`src/hdl/i2cwr_pkg.sv`:
```
`default_nettype none
// ----------------------------------------------------------------------------
// i2cwr_pkg
// Shared types and constants of the I2C write/read transaction sequencer.
// ----------------------------------------------------------------------------
package i2cwr_pkg;

	// write buffer
	localparam int WRITE_DEPTH = 16;
	localparam int IDX_W       = (WRITE_DEPTH > 1) ? $clog2(WRITE_DEPTH) : 1;

	// command queue between front and back
	localparam int QUEUE_DEPTH = 2;

	// request codes as they arrive on the input word
	typedef enum logic [1:0] {
		REQ_START = 2'd0,
		REQ_EVENT = 2'd1,
		REQ_LOAD  = 2'd2,
		REQ_NONE  = 2'd3
	} req_kind_t;

	// bus action codes of a result word
	typedef enum logic [2:0] {
		ACT_NONE    = 3'd0,
		ACT_START   = 3'd1,
		ACT_REFUSED = 3'd2,
		ACT_DATA    = 3'd3,
		ACT_RESTART = 3'd4,
		ACT_RECEIVE = 3'd5,
		ACT_BYTE    = 3'd6,
		ACT_STOP    = 3'd7
	} act_t;

	// transaction phase
	typedef enum logic [2:0] {
		PH_IDLE = 3'b001,
		PH_TX   = 3'b010,
		PH_RX   = 3'b100
	} phase_t;

	// classified command, front -> queue -> back
	typedef struct packed {
		req_kind_t   kind;
		logic [6:0]  addr;
		logic [4:0]  wcnt;     // already saturated to WRITE_DEPTH
		logic [7:0]  rcnt;
		logic        load_ok;  // load index within the buffer
		logic [3:0]  lidx;
		logic [7:0]  ldat;
		logic        nack;
		logic [7:0]  rxb;
		logic        lbusy;
	} cmd_t;

	// result word
	typedef struct packed {
		act_t        action;
		logic [7:0]  tx_byte;
		logic        ack_next;
		logic        rx_valid;
		logic [7:0]  rx_data;
		logic [7:0]  rx_index;
		logic        busy_res;
		logic        nack_abort;
	} res_t;

endpackage
`default_nettype wire

```
`src/hdl/i2cwr_req_if.sv`:
```
`default_nettype none
// ----------------------------------------------------------------------------
// i2cwr_req_if
// Request channel: valid/ready handshake with the request word fields.
// ----------------------------------------------------------------------------
interface i2cwr_req_if;
	logic       valid;
	logic       ready;
	logic [1:0] req_type;
	logic [6:0] slave_addr;
	logic [4:0] write_count;
	logic [7:0] read_count;
	logic [3:0] load_index;
	logic [7:0] load_data;
	logic       got_nack;
	logic [7:0] rx_byte;
	logic       bus_line_busy;

	modport source (
		output valid, req_type, slave_addr, write_count, read_count,
		       load_index, load_data, got_nack, rx_byte, bus_line_busy,
		input  ready
	);
	modport sink (
		input  valid, req_type, slave_addr, write_count, read_count,
		       load_index, load_data, got_nack, rx_byte, bus_line_busy,
		output ready
	);
endinterface
`default_nettype wire

```
`src/hdl/i2cwr_res_if.sv`:
```
`default_nettype none
// ----------------------------------------------------------------------------
// i2cwr_res_if
// Result channel: valid/ready handshake with the result word fields.
// ----------------------------------------------------------------------------
interface i2cwr_res_if;
	logic       valid;
	logic       ready;
	logic [2:0] action;
	logic [7:0] tx_byte;
	logic       ack_next;
	logic       rx_valid;
	logic [7:0] rx_data;
	logic [7:0] rx_index;
	logic       busy_res;
	logic       nack_abort;

	modport source (
		output valid, action, tx_byte, ack_next, rx_valid, rx_data, rx_index,
		       busy_res, nack_abort,
		input  ready
	);
	modport sink (
		input  valid, action, tx_byte, ack_next, rx_valid, rx_data, rx_index,
		       busy_res, nack_abort,
		output ready
	);
endinterface
`default_nettype wire

```
`src/hdl/i2c_master_write_read_sequencer_top.sv`:
```
`default_nettype none
// ----------------------------------------------------------------------------
// i2c_master_write_read_sequencer_top
// Byte-level I2C master sequencer for combined write-then-read transactions.
// ----------------------------------------------------------------------------
// Every request word yields exactly one result word, in order. Request types:
// start (address, write count, read count), byte-complete event (ACK/NACK and
// received byte) and write buffer load. A start is refused while a
// transaction runs or the line monitor reports busy. Throughput is one word
// per clock while results are taken: the back end retires one command per
// cycle against its state registers unless a result word waits unread. A
// word waits in the command queue until retired into the result register.
// The request side keeps accepting while a result waits, until the
// two-entry command queue fills. Write buffer entries must be loaded before
// they are sent; an entry never loaded sends an unspecified byte.
// ----------------------------------------------------------------------------
module i2c_master_write_read_sequencer_top (
	input  wire logic   clk,
	input  wire logic   arst_n,
	i2cwr_req_if.sink   req_ch,
	i2cwr_res_if.source res_ch
);
	import i2cwr_pkg::*;

	// front -> queue
	logic q_push;
	cmd_t q_push_cmd;
	logic q_full;

	// queue -> back
	logic q_pop;
	logic q_head_valid;
	cmd_t q_head_cmd;

	// decode and classify request words
	i2cwr_front u_front (
		.req_ch   (req_ch),
		.q_full   (q_full),
		.push     (q_push),
		.push_cmd (q_push_cmd)
	);

	// decouples the request side from a stalled result side
	i2cwr_queue u_queue (
		.clk        (clk),
		.arst_n     (arst_n),
		.push       (q_push),
		.push_cmd   (q_push_cmd),
		.full       (q_full),
		.pop        (q_pop),
		.head_valid (q_head_valid),
		.head_cmd   (q_head_cmd)
	);

	// transaction state, write buffer and registered result word
	i2cwr_back u_back (
		.clk        (clk),
		.arst_n     (arst_n),
		.head_valid (q_head_valid),
		.head_cmd   (q_head_cmd),
		.pop        (q_pop),
		.res_ch     (res_ch)
	);
endmodule
`default_nettype wire

```
`src/hdl/i2cwr_front.sv`:
```
`default_nettype none
// ----------------------------------------------------------------------------
// i2cwr_front
// Takes request words, decodes the request type, saturates the write count
// and range-checks the load index, then pushes a command into the queue.
// ----------------------------------------------------------------------------
module i2cwr_front (
	i2cwr_req_if.sink         req_ch,
	input  wire logic         q_full,
	output logic              push,
	output i2cwr_pkg::cmd_t   push_cmd
);
	import i2cwr_pkg::*;

	assign req_ch.ready = !q_full;
	assign push         = req_ch.valid && !q_full;

	always_comb begin
		push_cmd.kind    = req_kind_t'(req_ch.req_type);
		push_cmd.addr    = req_ch.slave_addr;
		if (32'(req_ch.write_count) > WRITE_DEPTH) begin
			push_cmd.wcnt = 5'(WRITE_DEPTH);
		end else begin
			push_cmd.wcnt = req_ch.write_count;
		end
		push_cmd.rcnt    = req_ch.read_count;
		push_cmd.load_ok = (32'(req_ch.load_index) < WRITE_DEPTH);
		push_cmd.lidx    = req_ch.load_index;
		push_cmd.ldat    = req_ch.load_data;
		push_cmd.nack    = req_ch.got_nack;
		push_cmd.rxb     = req_ch.rx_byte;
		push_cmd.lbusy   = req_ch.bus_line_busy;
	end
endmodule
`default_nettype wire

```
`src/hdl/i2cwr_queue.sv`:
```
`default_nettype none
// ----------------------------------------------------------------------------
// i2cwr_queue
// Short command FIFO between front and back; head is shown combinationally.
// ----------------------------------------------------------------------------
module i2cwr_queue (
	input  wire logic             clk,
	input  wire logic             arst_n,
	input  wire logic             push,
	input  wire i2cwr_pkg::cmd_t  push_cmd,
	output logic                  full,
	input  wire logic             pop,
	output logic                  head_valid,
	output i2cwr_pkg::cmd_t       head_cmd
);
	import i2cwr_pkg::*;

	localparam int PTR_W = (QUEUE_DEPTH > 1) ? $clog2(QUEUE_DEPTH) : 1;
	localparam int CNT_W = $clog2(QUEUE_DEPTH + 1);

	cmd_t             slot_q [QUEUE_DEPTH];
	logic [PTR_W-1:0] wr_ptr_q;
	logic [PTR_W-1:0] rd_ptr_q;
	logic [CNT_W-1:0] count_q;

	assign full       = (32'(count_q) == QUEUE_DEPTH);
	assign head_valid = (count_q != '0);
	assign head_cmd   = slot_q[rd_ptr_q];

	always_ff @(posedge clk) begin
		if (push) begin
			slot_q[wr_ptr_q] <= push_cmd;
		end
	end

	always_ff @(posedge clk or negedge arst_n) begin
		if (!arst_n) begin
			wr_ptr_q <= '0;
			rd_ptr_q <= '0;
			count_q  <= '0;
		end else begin
			if (push) begin
				wr_ptr_q <= (32'(wr_ptr_q) == QUEUE_DEPTH - 1) ? '0 : wr_ptr_q + 1'b1;
			end
			if (pop) begin
				rd_ptr_q <= (32'(rd_ptr_q) == QUEUE_DEPTH - 1) ? '0 : rd_ptr_q + 1'b1;
			end
			if (push && !pop) begin
				count_q <= count_q + 1'b1;
			end else if (pop && !push) begin
				count_q <= count_q - 1'b1;
			end
		end
	end
endmodule
`default_nettype wire

```
`src/hdl/i2cwr_back.sv`:
```
`default_nettype none
// ----------------------------------------------------------------------------
// i2cwr_back
// Transaction engine: holds the write buffer and transaction state, runs one
// command per cycle unless its result is held, and registers the result word.
// ----------------------------------------------------------------------------
module i2cwr_back (
	input  wire logic             clk,
	input  wire logic             arst_n,
	input  wire logic             head_valid,
	input  wire i2cwr_pkg::cmd_t  head_cmd,
	output logic                  pop,
	i2cwr_res_if.source           res_ch
);
	import i2cwr_pkg::*;

	// write buffer, no reset
	logic [7:0] store_q [WRITE_DEPTH];

	phase_t     phase_q,         phase_d;
	logic [6:0] target_addr_q,   target_addr_d;
	logic [4:0] write_total_q,   write_total_d;
	logic [4:0] written_q,       written_d;
	logic [7:0] read_total_q,    read_total_d;
	logic [7:0] read_so_far_q,   read_so_far_d;
	logic       write_first_q,   write_first_d;
	logic       restart_done_q,  restart_done_d;

	logic       out_valid_q;
	res_t       res_q, res_d;

	logic [7:0] store_rd;
	logic [8:0] rsf_p1, rsf_p2;

	assign pop = head_valid && (!out_valid_q || res_ch.ready);

	assign store_rd = (32'(written_q) < WRITE_DEPTH) ? store_q[IDX_W'(written_q)] : 8'h00;
	assign rsf_p1   = {1'b0, read_so_far_q} + 9'd1;
	assign rsf_p2   = {1'b0, read_so_far_q} + 9'd2;

	always_comb begin
		phase_d        = phase_q;
		target_addr_d  = target_addr_q;
		write_total_d  = write_total_q;
		written_d      = written_q;
		read_total_d   = read_total_q;
		read_so_far_d  = read_so_far_q;
		write_first_d  = write_first_q;
		restart_done_d = restart_done_q;
		res_d          = '0;
		res_d.action   = ACT_NONE;

		case (head_cmd.kind)
			REQ_START: begin
				if (phase_q != PH_IDLE || head_cmd.lbusy) begin
					res_d.action = ACT_REFUSED;
				end else begin
					target_addr_d  = head_cmd.addr;
					write_total_d  = head_cmd.wcnt;
					written_d      = '0;
					read_total_d   = head_cmd.rcnt;
					read_so_far_d  = '0;
					restart_done_d = 1'b0;
					write_first_d  = (head_cmd.wcnt != '0);
					phase_d        = PH_TX;
					res_d.action   = ACT_START;
					res_d.tx_byte  = {head_cmd.addr, (head_cmd.wcnt == '0)};
				end
			end
			REQ_EVENT: begin
				if (phase_q == PH_TX) begin
					if (!write_first_q || (restart_done_q && !head_cmd.nack)) begin
						phase_d        = PH_RX;
						res_d.action   = ACT_RECEIVE;
						res_d.ack_next = !(read_total_q > 8'd1);
					end else if (written_q >= write_total_q && read_total_q == '0) begin
						phase_d      = PH_IDLE;
						res_d.action = ACT_STOP;
					end else if (head_cmd.nack) begin
						// slave refused a write byte or the read address
						phase_d          = PH_IDLE;
						res_d.action     = ACT_STOP;
						res_d.nack_abort = 1'b1;
					end else if (written_q < write_total_q) begin
						res_d.action  = ACT_DATA;
						res_d.tx_byte = store_rd;
						written_d     = written_q + 5'd1;
					end else begin
						restart_done_d = 1'b1;
						res_d.action   = ACT_RESTART;
						res_d.tx_byte  = {target_addr_q, 1'b1};
					end
				end else if (phase_q == PH_RX) begin
					if (rsf_p1 < {1'b0, read_total_q}) begin
						res_d.action   = ACT_BYTE;
						res_d.ack_next = !(rsf_p2 < {1'b0, read_total_q});
						res_d.rx_valid = 1'b1;
						res_d.rx_data  = head_cmd.rxb;
						res_d.rx_index = read_so_far_q;
						read_so_far_d  = read_so_far_q + 8'd1;
					end else begin
						// last byte, if any, rides along with the stop
						if (read_so_far_q < read_total_q) begin
							res_d.rx_valid = 1'b1;
							res_d.rx_data  = head_cmd.rxb;
							res_d.rx_index = read_so_far_q;
							read_so_far_d  = read_so_far_q + 8'd1;
						end
						phase_d      = PH_IDLE;
						res_d.action = ACT_STOP;
					end
				end
			end
			default: begin
				// loads and unknown codes leave the transaction alone
			end
		endcase

		res_d.busy_res = (phase_d != PH_IDLE);
	end

	always_ff @(posedge clk) begin
		if (pop && head_cmd.kind == REQ_LOAD && head_cmd.load_ok) begin
			store_q[IDX_W'(head_cmd.lidx)] <= head_cmd.ldat;
		end
		if (pop) begin
			res_q <= res_d;
		end
	end

	always_ff @(posedge clk or negedge arst_n) begin
		if (!arst_n) begin
			phase_q        <= PH_IDLE;
			target_addr_q  <= '0;
			write_total_q  <= '0;
			written_q      <= '0;
			read_total_q   <= '0;
			read_so_far_q  <= '0;
			write_first_q  <= 1'b0;
			restart_done_q <= 1'b0;
			out_valid_q    <= 1'b0;
		end else begin
			if (pop) begin
				phase_q        <= phase_d;
				target_addr_q  <= target_addr_d;
				write_total_q  <= write_total_d;
				written_q      <= written_d;
				read_total_q   <= read_total_d;
				read_so_far_q  <= read_so_far_d;
				write_first_q  <= write_first_d;
				restart_done_q <= restart_done_d;
				out_valid_q    <= 1'b1;
			end else if (res_ch.ready) begin
				out_valid_q <= 1'b0;
			end
		end
	end

	assign res_ch.valid      = out_valid_q;
	assign res_ch.action     = res_q.action;
	assign res_ch.tx_byte    = res_q.tx_byte;
	assign res_ch.ack_next   = res_q.ack_next;
	assign res_ch.rx_valid   = res_q.rx_valid;
	assign res_ch.rx_data    = res_q.rx_data;
	assign res_ch.rx_index   = res_q.rx_index;
	assign res_ch.busy_res   = res_q.busy_res;
	assign res_ch.nack_abort = res_q.nack_abort;
endmodule
`default_nettype wire

```
`src/flat_wrapper.sv`:
```
// flat-port wrapper written by rule: the top's interface ports become plain ports
module i2c_master_write_read_sequencer_top_flat import i2cwr_pkg::*;
  (clk, arst_n, req_ch_valid, req_ch_req_type, req_ch_slave_addr, req_ch_write_count, req_ch_read_count, req_ch_load_index, req_ch_load_data, req_ch_got_nack, req_ch_rx_byte, req_ch_bus_line_busy, req_ch_ready, res_ch_valid, res_ch_action, res_ch_tx_byte, res_ch_ack_next, res_ch_rx_valid, res_ch_rx_data, res_ch_rx_index, res_ch_busy_res, res_ch_nack_abort, res_ch_ready);
  i2cwr_req_if req_ch_i ();
  i2cwr_res_if res_ch_i ();
  input  wire logic clk;
  input  wire logic arst_n;
  input wire logic [$bits(req_ch_i.valid)-1:0] req_ch_valid;
  input wire logic [$bits(req_ch_i.req_type)-1:0] req_ch_req_type;
  input wire logic [$bits(req_ch_i.slave_addr)-1:0] req_ch_slave_addr;
  input wire logic [$bits(req_ch_i.write_count)-1:0] req_ch_write_count;
  input wire logic [$bits(req_ch_i.read_count)-1:0] req_ch_read_count;
  input wire logic [$bits(req_ch_i.load_index)-1:0] req_ch_load_index;
  input wire logic [$bits(req_ch_i.load_data)-1:0] req_ch_load_data;
  input wire logic [$bits(req_ch_i.got_nack)-1:0] req_ch_got_nack;
  input wire logic [$bits(req_ch_i.rx_byte)-1:0] req_ch_rx_byte;
  input wire logic [$bits(req_ch_i.bus_line_busy)-1:0] req_ch_bus_line_busy;
  output wire logic [$bits(req_ch_i.ready)-1:0] req_ch_ready;
  output wire logic [$bits(res_ch_i.valid)-1:0] res_ch_valid;
  output wire logic [$bits(res_ch_i.action)-1:0] res_ch_action;
  output wire logic [$bits(res_ch_i.tx_byte)-1:0] res_ch_tx_byte;
  output wire logic [$bits(res_ch_i.ack_next)-1:0] res_ch_ack_next;
  output wire logic [$bits(res_ch_i.rx_valid)-1:0] res_ch_rx_valid;
  output wire logic [$bits(res_ch_i.rx_data)-1:0] res_ch_rx_data;
  output wire logic [$bits(res_ch_i.rx_index)-1:0] res_ch_rx_index;
  output wire logic [$bits(res_ch_i.busy_res)-1:0] res_ch_busy_res;
  output wire logic [$bits(res_ch_i.nack_abort)-1:0] res_ch_nack_abort;
  input wire logic [$bits(res_ch_i.ready)-1:0] res_ch_ready;
  assign req_ch_i.valid = req_ch_valid;
  assign req_ch_i.req_type = req_ch_req_type;
  assign req_ch_i.slave_addr = req_ch_slave_addr;
  assign req_ch_i.write_count = req_ch_write_count;
  assign req_ch_i.read_count = req_ch_read_count;
  assign req_ch_i.load_index = req_ch_load_index;
  assign req_ch_i.load_data = req_ch_load_data;
  assign req_ch_i.got_nack = req_ch_got_nack;
  assign req_ch_i.rx_byte = req_ch_rx_byte;
  assign req_ch_i.bus_line_busy = req_ch_bus_line_busy;
  assign req_ch_ready = req_ch_i.ready;
  assign res_ch_valid = res_ch_i.valid;
  assign res_ch_action = res_ch_i.action;
  assign res_ch_tx_byte = res_ch_i.tx_byte;
  assign res_ch_ack_next = res_ch_i.ack_next;
  assign res_ch_rx_valid = res_ch_i.rx_valid;
  assign res_ch_rx_data = res_ch_i.rx_data;
  assign res_ch_rx_index = res_ch_i.rx_index;
  assign res_ch_busy_res = res_ch_i.busy_res;
  assign res_ch_nack_abort = res_ch_i.nack_abort;
  assign res_ch_i.ready = res_ch_ready;
  i2c_master_write_read_sequencer_top u_core (.clk(clk), .arst_n(arst_n), .req_ch(req_ch_i), .res_ch(res_ch_i));
endmodule
```
`config.mk`:
```
export PLATFORM = sky130hd
export DESIGN_NAME = i2c_master_write_read_sequencer_top_flat
export DESIGN_NICKNAME = d
export VERILOG_FILES = /design/src/hdl/i2cwr_pkg.sv /design/src/hdl/i2cwr_req_if.sv /design/src/hdl/i2cwr_res_if.sv /design/src/hdl/i2c_master_write_read_sequencer_top.sv /design/src/hdl/i2cwr_front.sv /design/src/hdl/i2cwr_queue.sv /design/src/hdl/i2cwr_back.sv /design/src/flat_wrapper.sv
export SDC_FILE = /design/constraint.sdc
export NUM_CORES = 1
export LEC_CHECK = 0
export BUFFER_PORTS_ARGS = -buffer_cell sky130_fd_sc_hd__buf_2
export CORE_ASPECT_RATIO = 0.9
export CORE_MARGIN = 4
export CORE_UTILIZATION = 57
export DETAILED_ROUTE_END_ITERATION = 8
export GPL_ROUTABILITY_DRIVEN = 0
export PLACE_DENSITY_LB_ADDON = 0.05
export SYNTH_ARGS = -nofsm -noshare
export SYNTH_HDL_FRONTEND = slang
export SYNTH_SLANG_ARGS = --single-unit
```
`constraint.sdc`:
```
create_clock -name clk -period 5.15 [get_ports clk]
set_clock_uncertainty 0.05 [all_clocks]
set_input_delay 0.7725 -clock clk [delete_from_list [all_inputs] [get_ports clk]]
set_output_delay 0.7725 -clock clk [all_outputs]
set_load 0.02 [all_outputs]
```
# == Word-level counts from Yosys, hierarchy flattened ==
# Memories as Yosys holds them, arrays and structs flattened.
# Cells that the tools add are included.
# classes
eq_ne,17
n_mux,61
add_sub_neg,8
reduce_logical,33
n_lt_le_gt_ge,8
bitwise,4
# op_table
operator,count
$mux W8,11
$mux W3,12
$mux W5,7
$mux W17,2
$pmux W11 S2,1
$mux W1,19
$lt A9 B8 Y1,2
$mux W18,1
$ne A2 B2 Y1 const B,9
$pmux W8 S2,1
$reduce_and A8 Y1,2
$mux W11,1
$pmux W5 S2,1
$add A8 B1 Y9 const B,1
$add A8 B2 Y9 const B,1
$add A8 B1 Y8 const B,1
$gt A8 B1 Y1 const B,1
$logic_not A1 Y1,8
$logic_not A8 Y1,1
$lt A8 B8 Y1,1
$reduce_bool A2 Y1,4
$logic_and A1 B1 Y1,7
$mux W2,3
$ne A3 B1 Y1 const B,2
other kinds (25),32
# word_totals
register_bits,74
n_memories,2
mem_bits_rw,216
# memory_table
name,words,word_bits,rd,rd_clocked_by_memory_dff,wr,line,source
u_core.u_back.store_q,16,8,1,0,1,i2cwr_back.sv:18,logic [7:0] store_q [WRITE_DEPTH];
u_core.u_queue.slot_q,2,44,1,0,1,i2cwr_queue.sv:21,cmd_t slot_q [QUEUE_DEPTH];

# == Depth between registers and ports, before layout ==
# Gate-level depths: netlist (run 1).
# logic_depth
depth_word,8
mapped_depth,13
ltp_nobuf,13

# == Hierarchy ==
# Synthesis (run 1) repeated with hierarchy kept, for this count alone.
# hier_totals
hier_cells,805
area_unflattened_um2,12862.3
# by_module_without_submodules
module,instances,cells_each,area_per_inst_um2
i2cwr_back,1,601,8883.5
i2cwr_queue,1,156,3636.0
i2cwr_front,1,48,342.8

# == Least setup slack after synthesis (run 1) ==
# Ideal clock, no wire load.
# synth_path
path_type,in2reg
startpoint,input req_ch_valid
endpoint,memory u_core.u_queue.slot_q[0][0] (netlist name) (enable)
path_buffers,0
t_arrival_ns,2.719
cell_stages,2
setup_slack_ns,1.935
path_cell_list,nand2_1 nor2_1
# synth_via
elab_chain_len,3
# synth_rtl
element,line,source
start: declaration,flat_wrapper.sv:8,input wire logic [$bits(req_ch_i.valid)-1:0] req_ch_valid;
$logic_and A1 B1 Y1,i2cwr_front.sv:16,assign push = req_ch.valid && !q_full;
$mux W1,i2cwr_queue.sv:31,if (push) begin
$mux W1 (implied by the code),i2cwr_queue.sv:32,slot_q[wr_ptr_q] <= push_cmd;
end: declaration,i2cwr_queue.sv:21,
# No other way between the ends.

# == Worst setup path after layout (run 1) ==
# layout_path
startpoint,register u_core.u_back.read_so_far_q[0]
endpoint,register u_core.u_back.read_so_far_q[1]
# layout_via
elab_chain_len,6
elab_cells_between_ends,11
classes_between,2 x add/sub; 2 x order compare; 1 x eq/ne; 5 x mux; 1 x reduce/logical
# layout_rtl
element,line,source
start: declaration,i2cwr_back.sv:25,"logic [7:0] read_so_far_q, read_so_far_d;"
start signal: assignment,i2cwr_back.sv:149,read_so_far_q <= read_so_far_d;
$add A8 B1 Y9 / $add A8 B1 Y8 (equally long branches),"i2cwr_back.sv:38, i2cwr_back.sv:100, i2cwr_back.sv:107",
$lt A9 B8 Y1 / $mux W8 (equally long branches),"i2cwr_back.sv:94, i2cwr_back.sv:103",
$mux W8,i2cwr_back.sv:94,"if (rsf_p1 < {1'b0, read_total_q}) begin"
$mux W8,i2cwr_back.sv:93,end else if (phase_q == PH_RX) begin
$mux W8,i2cwr_back.sv:71,if (phase_q == PH_TX) begin
$pmux W8 S2,i2cwr_back.sv:53,case (head_cmd.kind)
# Parallel ways exist; a longest one is shown, timed or not. The select of a mux whose other input is x is not followed.
# A chain may end at the register's enable or synchronous reset.

==> results.py, run 1 <==
metrics = {
    "clock_network": {
        "post_cts_buffers": 0,
        "clk_latency_ns": 0.56,
        "cts.sink_count": 290,
        "cts_buffer_depth": 3,
        "tritoncts": "yes",
        "cts_buffers": 30,
        "cts_resized": 0,
        "cts-root-buf": "clkbuf_16",
        "htree_levels": 1,
        "postCtsHoldBufs": 0,
        "path_clk_slew_ns": 0.06,
    },
    "routing": {
        "first_pass_iters": 5,
        "wl_per_cell_um": 21.5,
        "drc": 0,
        "viasPerCell": 5.96,
        "wl_um": 25300,
        "vias": 6993,
        "detail-route-antenna-nets": 0,
        "drtIter0Drc": 658,
    },
    "synth": {
        "synth-compound-area-share": 0.0568,
        "ys_types": 61,
        "synth_simple_gate_area_share": 0.0771,
        "synthXorXnorAreaFrac": 0.0143,
        "synth_top_family_by_area": "multiplexers",
        "async_flop_share": 0.148,
        "syn-num-nets": 855,
        "ys_seq_elements": 290,
        "syn_avg_cell_area_sq_um": 15.8,
        "synth_cells": 777,
        "synth_edf_count": 247,
        "synth_fa_ha_area_frac": 0.0306,
        "synth_ff_type": "edfxtp_1",
        "syn_area_sq_um": 12300,
        "yosys_warnings": 0,
        "muxShareOfSynthArea": 0.108,
        "ys_seq_area_frac": 0.693,
    },
    "status": {
        "status": "finished clean",
    },
    "critical_path": {
        "worstPathRequired_ns": 5.59,
        "cp-end-kind": "register",
        "path_delay_family": "compound AO/OA/AOI/OAI gates",
        "slowest_stage": "dfrtp_1",
        "path_common_cell": "ha_1",
        "rr_startpoint": "u_core.u_back.read_so_far_q[0]$_DFFE_PN0P_",
        "critical_path_arrival_ns": 4.26,
        "crit_path_cell_trace": "ha_1, nand3_1, nor2_1, xor2_1, ha_1, and3_1, a221oi_1, o21ai_0, a41o_1, o21ai_2, nand2_2, inv_2, a32o_1",
        "crit_start": "u_core.u_back.read_so_far_q[0]$_DFFE_PN0P_",
        "critical_path.max_fanout": 14,
        "cpPeakStageDelay_ns": 0.50,
        "crit_buf_inv": 1,
        "path_class": "register to register",
        "startpoint_type": "register",
    },
    "pwr": {
        "ir_worst_vdd_v": 0.000375,
        "pwr-share-comb": 0.277,
        "internal_power_mw": 5.31,
        "power_density_nw_per_um2": 561,
        "pwr-share-seq": 0.441,
        "leakagePower_nw": 5.14,
        "sw_frac_of_total": 0.324,
        "p_clk_frac": 0.283,
        "power.switching_mw": 2.55,
    },
    "job": {
        "cap_violations": 0,
    },
    "global_routing": {
        "overflow": 0,
        "antenna_found_initial": 0,
        "grt_pass1_wl_um": 39800,
        "track_usage": 0.216,
        "grt_max_degree": 56,
        "grt_pass1_vias": 7122,
    },
    "hold_path": {
        "hp-class": "input pin to asynchronous set/reset pin",
    },
    "die": {
        "floorplan.initialDensity": 0.585,
        "core_area_sq_um": 21000,
        "die-area_sq_um": 23900,
        "dieWidth_um": 163,
        "num_rows": 50,
        "top_level_ports": 81,
        "die_h_um": 147,
    },
    "sta": {
        "finalHoldViolations": 0,
        "fmax_mhz": 262,
        "rsz0062_at_grt": "no",
        "fin_crit_ns": 3.82,
        "setup_viol": 0,
        "fin_ws_ns": 1.33,
        "drv_slew": 0,
        "finalSetupTns_ns": 0,
        "fin_crit_sh": 0.741,
        "worstMarginPinSlew_ns": 1.04,
        "slew_headroom": 0.308,
    },
    "layout": {
        "fin_nets": 942,
        "final_common_cell": "edfxtp_1",
        "final_util": 0.668,
        "num_antenna_cells": 0,
        "area_growth_pct": 14.2,
        "drive_gt1_frac": 0.231,
        "most-common-layout-cells": "edfxtp_1 (247), buf_2 (80), nor2_1 (67)",
    },
    "place": {
        "place_ws_ns": 1.43,
        "hpwl_um": 17300,
        "port_buffers": 80,
    },
}
==> power groups by stage <==
| stage | Combinational [mW] | Sequential (mW) | Clock, mW |
|---|---|---|---|
| 2_1_floorplan | 1.50 | 3.49 | 0 |
| 3_3_place_gp | 2.10 | 3.49 | 0 |
| 3_5_place_dp | 2.16 | 3.51 | 0 |
| 4_1_cts | 2.17 | 3.46 | 2.26 |
| 5_1_grt | 2.39 | 3.51 | 2.38 |
| 6_report | 2.18 | 3.46 | 2.22 |
==> kinds of logic after synthesis <==
family	Yosys count
adder cells (fa/ha/maj)	30
flip-flops	290
multiplexers	81
buffers and inverters	59
AO/OA/AOI/OAI	103
AND/OR/NAND/NOR	194
XOR/XNOR	20
==> synthesized netlist by cell type (16+ instances only) <==
library cell | number | area share
a21oi_1 | 34 | 0.014
clkbuf_1 | 16 | 0.0049
dfrtp_1 | 42 | 0.086
edfxtp_1 | 247 | 0.61
ha_1 | 30 | 0.031
inv_1 | 25 | 0.0077
mux2i_1 | 31 | 0.025
mux4_2 | 40 | 0.073
nand2_1 | 38 | 0.012
nand3_1 | 17 | 0.0069
nor2_1 | 69 | 0.021
==> registers in the layout, summed over array words and instances, names as in the netlist, 5 cells and up <==
signal / count
u_core.u_back.write_total_q: 5
u_core.u_back.res_ch.tx_byte: 8
u_core.u_back.written_q: 5
u_core.u_queue.slot_q: 88
u_core.u_back.store_q: 128
u_core.u_back.read_total_q: 8
u_core.u_back.res_ch.rx_index: 8
u_core.u_back.read_so_far_q: 8
u_core.u_back.target_addr_q: 7
u_core.u_back.res_ch.rx_data: 8
==> metal layers <==
| metal | global-route usage | share of wire | vias up |
|---|---|---|---|
| met5 | 0 | 0 | - |
| met4 | 0.0558 | 0.025 | 0 |
| met3 | 0.0410 | 0.061 | 42 |
| met2 | 0.319 | 0.45 | 245 |
| met1 | 0.336 | 0.47 | 3530 |
| li1 | - | - | 3176 |
==> metrics by stage <==
stage / cell area [sq um] / hold slack (ns) / cells / power [mW]
floorplan: 12300 / 0.411 / 777 / 4.99
global placement: 12900 / 0.437 / 1118 / 5.58
detailed placement: 12900 / 0.435 / 1118 / 5.66
CTS: 14000 / 0.331 / 1174 / 7.90
global route: 14000 / 0.331 / 1174 / 8.29
finish: 14000 / 0.342 / 1174 / 7.86
==> cell type report <==
type / instances / area [sq um]
Clock buffer: 43 / 880
Clock inverter: 13 / 178
Fill cell: 1433 / 6960
Inverter: 27 / 101
Multi-Input combinational cell: 428 / 3530
Sequential cell: 290 / 8500
Tap cell: 286 / 358
Timing Repair Buffer: 87 / 453
==> final timing paths <==
check | end | cells past startpoint | slack, ns
min in group clk | u_core.u_queue.slot_q[0][14]$_DFFE_PP_ | 1 | 0.35
worst min register to register | u_core.u_back.res_ch.valid$_DFFE_PN0P_ | 2 | 0.45
max in group asynchronous | u_core.u_back.written_q[0]$_DFFE_PN0P_ | 1 | 3.99
worst max-delay path | u_core.u_back.read_so_far_q[1]$_DFFE_PN0P_ | 13 | 1.33
worst min-delay path | u_core.u_back.read_so_far_q[6]$_DFFE_PN0P_ | 1 | 0.34
worst max register to register | u_core.u_back.read_so_far_q[1]$_DFFE_PN0P_ | 13 | 1.33
Power figures use the tool's default switching activity.
==> inputs of run 2 (changes only) <==
Clock period 5.15 ns to 3.65 ns, I/O delays scaled along.
==> results.py, run 2 (synthesis gave the netlist of run 1 again) <==
metrics = {
    "critical_path": {
        "ff2ff_setup_slack_ns": 0.18,
        "reg2reg_to": "u_core.u_back.read_so_far_q[5]$_DFFE_PN0P_",
        "rr_startpoint": "u_core.u_back.read_so_far_q[2]$_DFFE_PN0P_",
        "path_class": "register to register",
        "startpoint_type": "register",
        "critical_path_arrival_ns": 3.83,
        "worstPathRequired_ns": 4.02,
        "reg2reg_depth": 11,
        "cp-end-kind": "register",
        "critical_path.max_fanout": 9,
    },
    "sta": {
        "finalSetupTns_ns": 0,
        "fin_crit_sh": 0.950,
        "drv_slew": 0,
        "slew_headroom": 0.273,
        "fin_crit_ns": 3.47,
        "setup_viol": 0,
        "rsz0062_at_grt": "no",
        "finalHoldViolations": 0,
        "fmax_mhz": 289,
        "worstMarginPinSlew_ns": 1.09,
    },
    "routing": {
        "wl_um": 24400,
        "drtIter0Drc": 715,
        "viasPerCell": 5.86,
        "wl_per_cell_um": 20.5,
        "first_pass_iters": 6,
        "drc": 0,
        "detail-route-antenna-nets": 0,
        "vias": 6973,
    },
    "pwr": {
        "pwr-share-seq": 0.443,
        "power.switching_mw": 3.51,
        "pwr-share-comb": 0.283,
        "sw_frac_of_total": 0.320,
        "ir_worst_vdd_v": 0.000491,
        "power_density_nw_per_um2": 780,
        "internal_power_mw": 7.45,
        "total_power_mw": 11.0,
        "p_clk_frac": 0.273,
        "leakagePower_nw": 5.19,
    },
    "clock_network": {
        "path_clk_slew_ns": 0.06,
        "cts_buffers": 30,
        "cts.sink_count": 290,
        "post_cts_buffers": 0,
        "clk_latency_ns": 0.55,
        "tritoncts": "yes",
        "htree_levels": 1,
        "cts_buffer_depth": 3,
        "postCtsHoldBufs": 0,
        "cts-root-buf": "clkbuf_16",
        "cts_resized": 0,
    },
    "global_routing": {
        "track_usage": 0.207,
        "grt_pass1_vias": 7042,
        "grt_pass1_wl_um": 38800,
        "overflow": 0,
        "grt_max_degree": 56,
        "antenna_found_initial": 2,
    },
    "place": {
        "dpl_cell_area_sq_um": 13100,
        "hpwl_um": 17000,
        "port_buffers": 80,
    },
    "layout": {
        "seq_area_sq_um": 8500,
        "largest_register_ff_count": 128,
        "final_util": 0.671,
        "drive_gt1_frac": 0.236,
        "multi_input_comb_area_sq_um": 3530,
        "num_antenna_cells": 0,
        "top_register": "u_core.u_back.store_q",
        "fin_nets": 957,
        "area_growth_pct": 14.6,
        "final_common_cell": "edfxtp_1",
        "most-common-layout-cells": "edfxtp_1 (247), buf_2 (80), nor2_1 (67)",
        "fin_area_sq_um": 14100,
        "n_fill_cell": 1455,
        "reg_top3": "u_core.u_back.store_q: 128 flops, u_core.u_queue.slot_q: 88 flops",
    },
    "die": {
        "top_level_ports": 81,
        "num_rows": 50,
        "core_area_sq_um": 21000,
        "die-area_sq_um": 23900,
        "floorplan.initialDensity": 0.585,
        "die_h_um": 147,
        "dieWidth_um": 163,
    },
    "job": {
        "cap_violations": 0,
    },
    "status": {
        "status": "finished clean",
    },
    "hold_path": {
        "hold_end": "u_core.u_queue.slot_q[0][23]$_DFFE_PP_",
        "holdPathStages": 1,
        "holdCritStartpoint": "req_ch_read_count[1]",
        "hp-class": "input pin to register",
    },
}
## run 2: worst max-delay path by stage
| stage | to | slack [ns] | cells after the start | startpoint |
|---|---|---|---|---|
| 5_1_grt | u_core.u_back.read_so_far_q[6]$_DFFE_PN0P_ | 0.03 | 11 | u_core.u_back.read_so_far_q[2]$_DFFE_PN0P_ |
| 2_1_floorplan | u_core.u_queue.slot_q[0][0]$_DFFE_PP_ | 0.48 | 3 | u_core.u_queue.count_q[0]$_DFFE_PN0P_ |
| 3_5_place_dp | u_core.u_back.read_so_far_q[6]$_DFFE_PN0P_ | 0.29 | 11 | u_core.u_back.read_so_far_q[2]$_DFFE_PN0P_ |
| 3_3_place_gp | u_core.u_back.read_so_far_q[5]$_DFFE_PN0P_ | 0.49 | 12 | u_core.u_back.read_so_far_q[1]$_DFFE_PN0P_ |
| 4_1_cts | u_core.u_back.read_so_far_q[5]$_DFFE_PN0P_ | 0.26 | 11 | u_core.u_back.read_so_far_q[2]$_DFFE_PN0P_ |
| 6_report | u_core.u_back.read_so_far_q[5]$_DFFE_PN0P_ | 0.18 | 11 | u_core.u_back.read_so_far_q[2]$_DFFE_PN0P_ |
## run 2: critical path, cell delays in order, from the launching register on
cell and delay, ns:
dfrtp_1 0.52, ha_1 0.37, nand4_1 0.26, xnor2_1 0.28, ha_1 0.28, and3_1 0.18
a221oi_1 0.27, o21ai_0 0.15, a41o_1 0.32, o21ai_2 0.19, o21ai_0 0.21, a32o_1 0.28
## run 2: final cells by class
| type | instances | area share |
|---|---|---|
| flip-flops and latches | 290 | 0.605 |
| multi-input cells | 428 | 0.252 |
| clock buffers | 44 | 0.0607 |
| repair buffers | 102 | 0.0402 |
| well taps | 286 | 0.0255 |
| clock inverters | 12 | 0.0102 |
| inverters | 27 | 0.00721 |
## run 2: metrics by stage
stage / cells / hold WS (ns) / setup slack (ns)
after global routing: 1189 / 0.115 / 0.0301
after floorplan: 777 / 0.202 / 0.484
after CTS: 1189 / 0.114 / 0.263
after global placement: 1133 / 0.449 / 0.488
after detailed placement: 1133 / 0.456 / 0.290
final: 1189 / 0.135 / 0.184
## run 2: routing by layer
layer,part of all wire,vias to the layer above,track usage
met5,0.00098,-,0
li1,-,3214,-
met3,0.065,47,0.0320
met2,0.44,240,0.309
met1,0.47,3468,0.328
met4,0.021,4,0.0474
## run 2: power groups by stage
stage / logic (mW) / clock network [mW] / registers, mW
final: 3.10 / 3.00 / 4.86
after global routing: 3.43 / 3.20 / 4.93
after CTS: 3.12 / 3.05 / 4.87
after detailed placement: 3.10 / 0 / 4.92
after global placement: 2.98 / 0 / 4.90
after floorplan: 2.11 / 0 / 4.92
==> inputs of run 3 (changes only) <==
Settings changed: MAX_ROUTING_LAYER set to met4.
==> results.py, run 3 (synthesis gave the netlist of run 1 again) <==
metrics = {
    "status": {
        "status": "finished clean",
    },
    "sta": {
        "finalSetupTns_ns": 0,
        "drv_slew": 0,
        "rsz0062_at_grt": "no",
        "slew_headroom": 0.277,
        "finalHoldViolations": 0,
        "fin_crit_ns": 3.45,
        "fmax_mhz": 290,
        "fin_crit_sh": 0.944,
        "worstMarginPinSlew_ns": 1.08,
        "setup_viol": 0,
    },
    "job": {
        "cap_violations": 0,
    },
    "layout": {
        "n_fill_cell": 1454,
        "final_common_cell": "edfxtp_1",
        "reg_top3": "u_core.u_back.store_q: 128 flops, u_core.u_queue.slot_q: 88 flops",
        "top_register": "u_core.u_back.store_q",
        "most-common-layout-cells": "edfxtp_1 (247), buf_2 (80), nor2_1 (67)",
        "fin_nets": 957,
        "seq_area_sq_um": 8500,
        "area_growth_pct": 14.7,
        "drive_gt1_frac": 0.236,
        "multi_input_comb_area_sq_um": 3530,
        "largest_register_ff_count": 128,
    },
    "die": {
        "dieWidth_um": 163,
        "floorplan.initialDensity": 0.585,
        "num_rows": 50,
        "die-area_sq_um": 23900,
        "core_area_sq_um": 21000,
        "top_level_ports": 81,
        "die_h_um": 147,
    },
    "global_routing": {
        "track_usage": 0.214,
        "overflow": 0,
        "grt_pass1_vias": 7040,
        "grt_pass1_wl_um": 38900,
        "antenna_found_initial": 2,
        "grt_max_degree": 56,
    },
    "clock_network": {
        "cts.sink_count": 290,
        "cts-root-buf": "clkbuf_16",
        "cts_resized": 0,
        "path_clk_slew_ns": 0.06,
        "post_cts_buffers": 0,
        "htree_levels": 1,
        "clk_latency_ns": 0.55,
        "tritoncts": "yes",
        "cts_buffers": 30,
        "postCtsHoldBufs": 0,
        "cts_buffer_depth": 3,
    },
    "pwr": {
        "leakagePower_nw": 5.19,
        "total_power_mw": 11.0,
        "ir_worst_vdd_v": 0.000489,
        "power_density_nw_per_um2": 780,
    },
    "routing": {
        "vias": 6956,
        "wl_um": 24400,
        "wl_per_cell_um": 20.5,
        "viasPerCell": 5.84,
        "drc": 0,
        "first_pass_iters": 5,
        "drtIter0Drc": 694,
        "detail-route-antenna-nets": 0,
    },
    "critical_path": {
        "critical_path.max_fanout": 9,
        "cp-end-kind": "register",
        "worstPathRequired_ns": 4.02,
        "path_class": "register to register",
        "startpoint_type": "register",
        "critical_path_arrival_ns": 3.81,
    },
    "hold_path": {
        "hp-class": "input pin to register",
    },
    "place": {
        "port_buffers": 80,
        "hpwl_um": 17000,
    },
}
==> run 3: layer usage <==
metal,up-vias,GRT usage,share of wire
li1,3212,-,-
met1,3470,0.329,0.47
met2,229,0.308,0.45
met3,45,0.0314,0.061
met4,0,0.0470,0.020
met5,-,-,0
==> run 3: worst paths after layout <==
kind / cells after the start / end / from / slack (ns)
max: 11 / u_core.u_back.read_so_far_q[5]$_DFFE_PN0P_ / u_core.u_back.read_so_far_q[2]$_DFFE_PN0P_ / 0.20
min: 1 / u_core.u_queue.slot_q[0][29]$_DFFE_PP_ / req_ch_read_count[7] / 0.13
max reg2reg: 11 / u_core.u_back.read_so_far_q[5]$_DFFE_PN0P_ / u_core.u_back.read_so_far_q[2]$_DFFE_PN0P_ / 0.20
min reg2reg: 2 / u_core.u_back.res_ch.valid$_DFFE_PN0P_ / u_core.u_back.res_ch.valid$_DFFE_PN0P_ / 0.46
max in group asynchronous: 1 / u_core.u_queue.rd_ptr_q$_DFFE_PN0P_ / arst_n / 2.65
min in group asynchronous: 1 / u_core.u_back.read_so_far_q[6]$_DFFE_PN0P_ / arst_n / 0.15
==> run 3: where the power goes <==
group	internal (mW)	switching [mW]	total, mW
clock	1.83	1.17	2.99
sequential	4.48	0.384	4.86
combinational	1.15	1.96	3.11
total	7.45	3.51	11.0
==> run 3: cell type report <==
cell class                 count  share of cell area
multi-input combinational    428               0.251
clock buffer                  44              0.0607
clock inverter                12              0.0102
antenna                        2            0.000356
sequential                   290               0.604
inverter                      27             0.00721
timing repair buffer         102              0.0402
tap                          286              0.0255
==> run 3: metrics by stage <==
stage | hold WS [ns] | util | setup slack (ns) | instances | area (sq um)
after global routing | 0.115 | 0.671 | 0.0300 | 1191 | 14100
after detailed placement | 0.456 | 0.623 | 0.290 | 1133 | 13100
final | 0.134 | 0.671 | 0.204 | 1191 | 14100
after global placement | 0.449 | 0.623 | 0.488 | 1133 | 13100
after CTS | 0.114 | 0.671 | 0.263 | 1189 | 14100
after floorplan | 0.202 | - | 0.484 | 777 | 12300
==> run 3: worst max-delay path: stages (launching register included) <==
cell and delay, ns:
dfrtp_1 0.52, ha_1 0.37, nand4_1 0.26, xnor2_1 0.28, ha_1 0.28, and3_1 0.18, a221oi_1 0.27, o21ai_0 0.14
a41o_1 0.32, o21ai_2 0.19, o21ai_0 0.20, a32o_1 0.28
